==> config.mk <==
export PLATFORM = sky130hd
export DESIGN_NAME = kvs_ctrl
export DESIGN_NICKNAME = d
export VERILOG_FILES = /design/src/sv/kvs_pkg.sv /design/src/sv/kvs_ctrl.sv
export SDC_FILE = /design/constraint.sdc
export NUM_CORES = 1
export LEC_CHECK = 0
export BUFFER_PORTS_ARGS = -buffer_cell sky130_fd_sc_hd__buf_4
export CAP_MARGIN = 30
export CORE_MARGIN = 2
export CORE_UTILIZATION = 49
export CTS_CLUSTER_DIAMETER = 200
export DETAILED_ROUTE_END_ITERATION = 10
export PLACE_DENSITY = 0.76
export SLEW_MARGIN = 20
export SYNTH_ARGS = -nofsm -noshare
export SYNTH_HDL_FRONTEND = slang
export SYNTH_SLANG_ARGS = --single-unit
export TNS_END_PERCENT = 5
==> constraint.sdc <==
create_clock -name clock -period 2.25 [get_ports clock]
set_clock_uncertainty 0.1 [all_clocks]
set_input_delay 0.45 -clock clock [delete_from_list [all_inputs] [get_ports clock]]
set_output_delay 0.45 -clock clock [all_outputs]
set_load 0.02 [all_outputs]
==> src/sv/kvs_pkg.sv <==
// ============================================================================
// kvs_pkg: shared types and constants for the keyframe vector sampler
// Payload structs, command codes, controller states and datapath commands.
// ============================================================================
package kvs_pkg;

   localparam int MAX_KEYS   = 64;
   localparam int IDX_W      = $clog2(MAX_KEYS);
   localparam int CNT_W      = $clog2(MAX_KEYS + 1);
   localparam int FRAC_W     = 17;
   localparam int QUO_STEPS  = 48;   // quotient bits of (dt << 16) / span
   localparam int STEP_W     = $clog2(QUO_STEPS + 1);
   localparam logic [31:0] ONE_Q16 = 32'h0001_0000;

   typedef enum logic [1:0] {
      CMD_CLEAR  = 2'd0,
      CMD_APPEND = 2'd1,
      CMD_SAMPLE = 2'd2,
      CMD_NONE   = 2'd3
   } cmd_type;

   typedef struct packed {
      logic [1:0]         cmd;
      logic [31:0]        item_time;
      logic signed [31:0] in_x;
      logic signed [31:0] in_y;
      logic signed [31:0] in_z;
   } req_type;

   typedef struct packed {
      logic signed [31:0] out_x;
      logic signed [31:0] out_y;
      logic signed [31:0] out_z;
   } rsp_type;

   typedef enum logic [3:0] {
      ST_IDLE,
      ST_FIRST_RD,
      ST_FIRST_CHK,
      ST_SEG_RD,
      ST_SEG_CHK,
      ST_DIV,
      ST_MUL,
      ST_SUM,
      ST_LAST_RD,
      ST_LAST_CHK,
      ST_OUT
   } state_type;

   // Controller to datapath.
   typedef struct packed {
      logic             load_req;     // capture the accepted request
      logic             clear;
      logic             append;
      logic             rd_en;        // read entry rd_idx (and rd_idx+1 lines)
      logic [IDX_W-1:0] rd_idx;
      logic             seg_load;     // latch the current segment pair
      logic             div_start;
      logic             div_step;
      logic             mul;
      logic             sum;
      logic             res_one;      // result is (1,1,1)
      logic             res_key;      // result is the key just read (v0)
   } ctl_type;

   // Datapath to controller.
   typedef struct packed {
      logic [CNT_W-1:0] key_count;
      logic [1:0]       cmd;
      logic             le_first;     // time <= t0 of entry read
      logic             brackets;     // t0 <= time <= t1
      logic             span_zero;
   } sts_type;

endpackage

==> src/sv/kvs_ctrl.sv <==
// ============================================================================
// kvs_ctrl: sequencing controller
// Walks the key table one segment at a time and steps the divider.
// ============================================================================
module kvs_ctrl
   import kvs_pkg::*;
(
   input  logic    clock,
   input  logic    reset,
   input  logic    req_valid,
   output logic    req_ready,
   output logic    rsp_valid,
   input  logic    rsp_ready,
   input  sts_type sts,
   output ctl_type ctl
);

   state_type        state_ff, state_in;
   logic [IDX_W-1:0] idx_ff, idx_in;
   logic [STEP_W-1:0] step_ff, step_in;
   logic             pend_ff, pend_in;   // request captured, not yet decoded

   always_ff @(posedge clock) begin
      if (reset) begin
         state_ff <= ST_IDLE;
         idx_ff   <= '0;
         step_ff  <= '0;
         pend_ff  <= 1'b0;
      end else begin
         state_ff <= state_in;
         idx_ff   <= idx_in;
         step_ff  <= step_in;
         pend_ff  <= pend_in;
      end
   end

   logic accept;
   assign req_ready = (state_ff == ST_IDLE) && !pend_ff;
   assign accept    = req_valid && req_ready;
   assign rsp_valid = (state_ff == ST_OUT);

   // Next state.
   always_comb begin
      state_in = state_ff;
      idx_in   = idx_ff;
      step_in  = step_ff;
      pend_in  = pend_ff;
      unique case (state_ff)
         ST_IDLE: begin
            if (pend_ff) begin
               pend_in = 1'b0;
               idx_in  = '0;
               if (sts.cmd == CMD_SAMPLE) begin
                  if (sts.key_count == '0) state_in = ST_OUT;
                  else                     state_in = ST_FIRST_RD;
               end
            end else if (accept && req_valid) begin
               pend_in = 1'b1;
            end
         end
         ST_FIRST_RD:  state_in = ST_FIRST_CHK;
         ST_FIRST_CHK: begin
            if (sts.key_count == CNT_W'(1) || sts.le_first) state_in = ST_OUT;
            else                                             state_in = ST_SEG_RD;
         end
         ST_SEG_RD:  state_in = ST_SEG_CHK;
         ST_SEG_CHK: begin
            if (sts.brackets) begin
               if (sts.span_zero) state_in = ST_OUT;
               else begin
                  state_in = ST_DIV;
                  step_in  = '0;
               end
            end else if ({1'b0, idx_ff} + CNT_W'(2) >= sts.key_count) begin
               state_in = ST_LAST_RD;
            end else begin
               idx_in   = idx_ff + IDX_W'(1);
               state_in = ST_SEG_RD;
            end
         end
         ST_DIV: begin
            step_in = step_ff + STEP_W'(1);
            if (step_ff == STEP_W'(QUO_STEPS - 1)) state_in = ST_MUL;
         end
         ST_MUL:      state_in = ST_SUM;
         ST_SUM:      state_in = ST_OUT;
         ST_LAST_RD:  state_in = ST_LAST_CHK;
         ST_LAST_CHK: state_in = ST_OUT;
         ST_OUT:      if (rsp_ready) state_in = ST_IDLE;
         default:     state_in = ST_IDLE;
      endcase
   end

   // Outputs.
   always_comb begin
      ctl = '0;
      ctl.rd_idx = idx_ff;
      unique case (state_ff)
         ST_IDLE: begin
            ctl.load_req = accept;
            if (pend_ff) begin
               ctl.clear  = (sts.cmd == CMD_CLEAR);
               ctl.append = (sts.cmd == CMD_APPEND);
               ctl.res_one = (sts.cmd == CMD_SAMPLE) && (sts.key_count == '0);
            end
         end
         ST_FIRST_RD: begin
            ctl.rd_en  = 1'b1;
            ctl.rd_idx = '0;
         end
         ST_FIRST_CHK: ctl.res_key = (sts.key_count == CNT_W'(1)) || sts.le_first;
         ST_SEG_RD:    ctl.rd_en = 1'b1;
         ST_SEG_CHK: begin
            ctl.seg_load  = 1'b1;
            ctl.res_key   = sts.brackets && sts.span_zero;
            ctl.div_start = sts.brackets && !sts.span_zero;
         end
         ST_DIV:  ctl.div_step = 1'b1;
         ST_MUL:  ctl.mul = 1'b1;
         ST_SUM:  ctl.sum = 1'b1;
         ST_LAST_RD: begin
            ctl.rd_en  = 1'b1;
            ctl.rd_idx = IDX_W'(sts.key_count - CNT_W'(1));
         end
         ST_LAST_CHK: ctl.res_key = 1'b1;
         ST_OUT:      ctl = ctl;
         default:     ctl = ctl;
      endcase
   end

   // Only sample commands leave idle.
   assert property (@(posedge clock) disable iff (reset)
      (state_ff == ST_IDLE && pend_ff && sts.cmd != CMD_SAMPLE) |=> state_ff == ST_IDLE)
      else $error("non-sample command started a search");
   assert property (@(posedge clock) disable iff (reset)
      (state_ff == ST_OUT && !rsp_ready) |=> state_ff == ST_OUT)
      else $error("result dropped while stalled");
   assert property (@(posedge clock) disable iff (reset)
      req_ready |-> !rsp_valid)
      else $error("request taken while a result is pending");

endmodule

==> results.toml <==
[drt]
drc = 0
detail_route.first_pass.iterations = 4
drtIter0Drc = 199
drt_wl_total_um = 4462
vias = 1784
wl_per_cell_um = 13.77
ant_nets = 0
vias_per_cell = 5.506

[worst_hold_path]
hp-class = "input pin to register"

[clock_tree]
clockBufferDepth = 2
cts.clk_slew.worst_paths_ns = 0.11
cts_root_buffer = "clkbuf_4"
insertion_delay_ns = 0.31
cts_tree = "yes"
clock-sinks = 17
cts_buffers = 3
h-tree-depth = 1

[setup_path]
path_max_fanout = 5
critPathSlowestCell = "or3_4"
crit_chain = "nand2b_4 -> or3_4 -> clkinv_4 -> and3_4 -> a311o_1 -> buf_6"
crit_arrival_ns = 1.73
crit_path_start_kind = "register"
worstPathRequired_ns = 1.70
critical_path_class = "register to output pin"
crit_path_max_incr_delay_ns = 0.41
worstSetupEndpointType = "output pin"
rrSetupSlack_ns = 0

[run_status]
status = "complete, but fails checks"
violations = "setup timing"

[pwr]
power_density_nw_per_um2 = 268.3
intPower_mw = 0.4291
pwr-share-comb_pct = 21.9
ir_drop_uv = 345.0
power_frac_clock_pct = 28.1
p_seq_share_pct = 50.0
p_sw_share_pct = 29.53
switchingPower_mw = 0.1798
p_leak_nw = 0.9980
power_mw = 0.6089

[synthesis]
synth_top_family_by_area = "simple AND/OR/NAND/NOR gates"
synth_adder_area_share_pct = 9.748
synth_area_leader_cell = "dfxtp_1"
synthCells = 214
synthesis.area_um2 = 1540
synth-simple-area-share_pct = 30.06
avgSynthCellArea_um2 = 7.197
ys_warn_count = 0
synth-seq-cells = 17
synth_top_area_share_pct = 22.10
synth_flop_cell = "dfxtp_1"
synth_nets = 242
synth_xor_area_share_pct = 7.392
ys_seq_area_share_pct = 22.10
synth_compound_area_share_pct = 23.31
synth.area.top_cells = "dfxtp_1 (22%), ha_1 (9.7%), nand2_1 (4.9%)"
ys_types = 44
synth_edf_count = 0
async_flop_share_pct = 0
synthMuxAreaShare_pct = 0

[final_layout]
finalInstanceArea_um2 = 2270
diodes = 0
fillers = 227
drive_gt1_share_pct = 39.29
syn_to_final_growth_pct = 47.36
num-nets-final = 309
fin_util_pct = 74.96

[floorplan]
design.core.area_um2 = 3028
initial_core_util_pct = 50.87
chipWidth_um = 60.07
die_area_um2 = 3608
die_y_um = 60.07
ios = 35
rows = 20

[timing]
period_needed_ns = 2.279
hold_slack_ns = 0.3083
finalSetupViolCount = 2
worst_slack_ns = -0.02943
rsz0062_at_grt = "yes"
slew_violations = 0
tightest_slew_ns = 0.3228
slew_headroom_pct = 78.34
min_period_over_period_pct = 101.3
hold_viol_final = 0
max_freq_mhz = 438.7

[placed_design]
gp_congestion = 0.8925
pre_cts_ws_ns = -0.01622
dp_hpwl_um = 3250
io_buffers = 34
placed_cell_area_um2 = 2038

[run]
drv_cap = 0

[global_route]
antenna_found_initial = 0
grt_remaining_overflow = 0
grt_usage_pct = 24.87
grt_pass1_vias = 1510
grt_pass1_wl_um = 6844
grt_max_degree = 15
==> worst max-delay path, delay by kind of cell, from the launching register on <==
family | cells | cell delay [ns]
AND/OR/NAND/NOR | 3 | 0.72
flip-flops | 1 | 0.38
AO/OA/AOI/OAI | 1 | 0.13
buffers and inverters | 2 | 0.18
==> layout make-up <==
cell class / count / area, um2 / share of cell area (%)
Inverter: 15 / 61.31 / 2.701
Clock buffer: 3 / 22.52 / 0.9923
Sequential cell: 17 / 351.6 / 15.49
Timing Repair Buffer: 73 / 551.8 / 24.31
Multi-Input combinational cell: 171 / 1222 / 53.86
Tap cell: 44 / 55.05 / 2.426
Clock inverter: 1 / 5.005 / 0.2205
==> cells by family after synthesis <==
family                     Yosys count
AOI/OAI and AO/OA                   55
and+or+nand+nor                     91
adders and majority gates           12
buffers and inverters               26
xor gates and xnor gates            13
DFF                                 17
==> Yosys cell counts, types with 2 or more instances <==
cell and number:
o21a_1 5, a31oi_1 8, xnor2_1 7, nor3_1 14, nor2_1 19, dfxtp_1 17, xor2_1 6, nor2b_1 5
a211oi_1 4, a21oi_1 10, and3_1 2, buf_6 2, clkbuf_1 7, a21o_1 2, or3_1 6, o21ai_0 13
buf_1 2, ha_1 12, nand3_1 9, nand4_1 5, inv_1 13, nand2b_1 4, o31ai_1 2, nand2_1 20
==> flip-flops by register name, summed over array words and instances (netlist names) <==
name      count
idx_ff        6
step_ff       6
state_ff      4
pend_ff       1
==> power by group through the flow <==
stage,Clock (mW),Combinational (mW),Sequential [mW]
after floorplan,0,0.0646,0.312
after CTS,0.176,0.124,0.304
after global routing,0.192,0.145,0.305
after global placement,0,0.119,0.313
final,0.171,0.134,0.304
after detailed placement,0,0.119,0.313
==> per-layer routing <==
| layer | routed length (um) | GRT usage [%] | vias up |
|---|---|---|---|
| li1 | - | - | 906 |
| met1 | 2125 | 35.66 | 795 |
| met2 | 1997 | 39.91 | 76 |
| met3 | 281 | 1.515 | 7 |
| met4 | 57 | 7.302 | 0 |
| met5 | 0 | 0 | - |
==> through the flow <==
step	std cells	TNS [ns]
after floorplan	214	-0.1324
after global placement	312	0
after detailed placement	312	-0.02331
after CTS	319	-0.02578
after global routing	324	-0.5358
final	324	-0.03193
==> cells in the final DEF (no fill, tap or decap), types with 6 or more instances in the layout <==
| cell type | instances |
|---|---|
| a21oi_1 | 8 |
| a31oi_1 | 8 |
| buf_4 | 72 |
| dfxtp_1 | 12 |
| ha_1 | 11 |
| inv_1 | 13 |
| nand2_1 | 19 |
| nand3_1 | 7 |
| nor2_1 | 17 |
| nor3_1 | 11 |
| o21ai_0 | 10 |
| xnor2_1 | 6 |
| xor2_1 | 6 |
==> repair_timing <==
item                                    CTS  global route
buffers inserted                          3             5
pin swaps                                 0            14
resized for setup                        16            19
hold buffers                              0             0
endpoints found under the setup margin   15            17
==> worst paths after layout <==
kind,from,to,cells after the start
hold reg to reg,step_ff[0],step_ff[0],1
hold / removal,reset,state_ff[2],2
setup reg to reg,idx_ff[2],idx_ff[5],9
setup / recovery,state_ff[1],ctl[0],6
No activity file was read; power rests on OpenSTA's default activity.
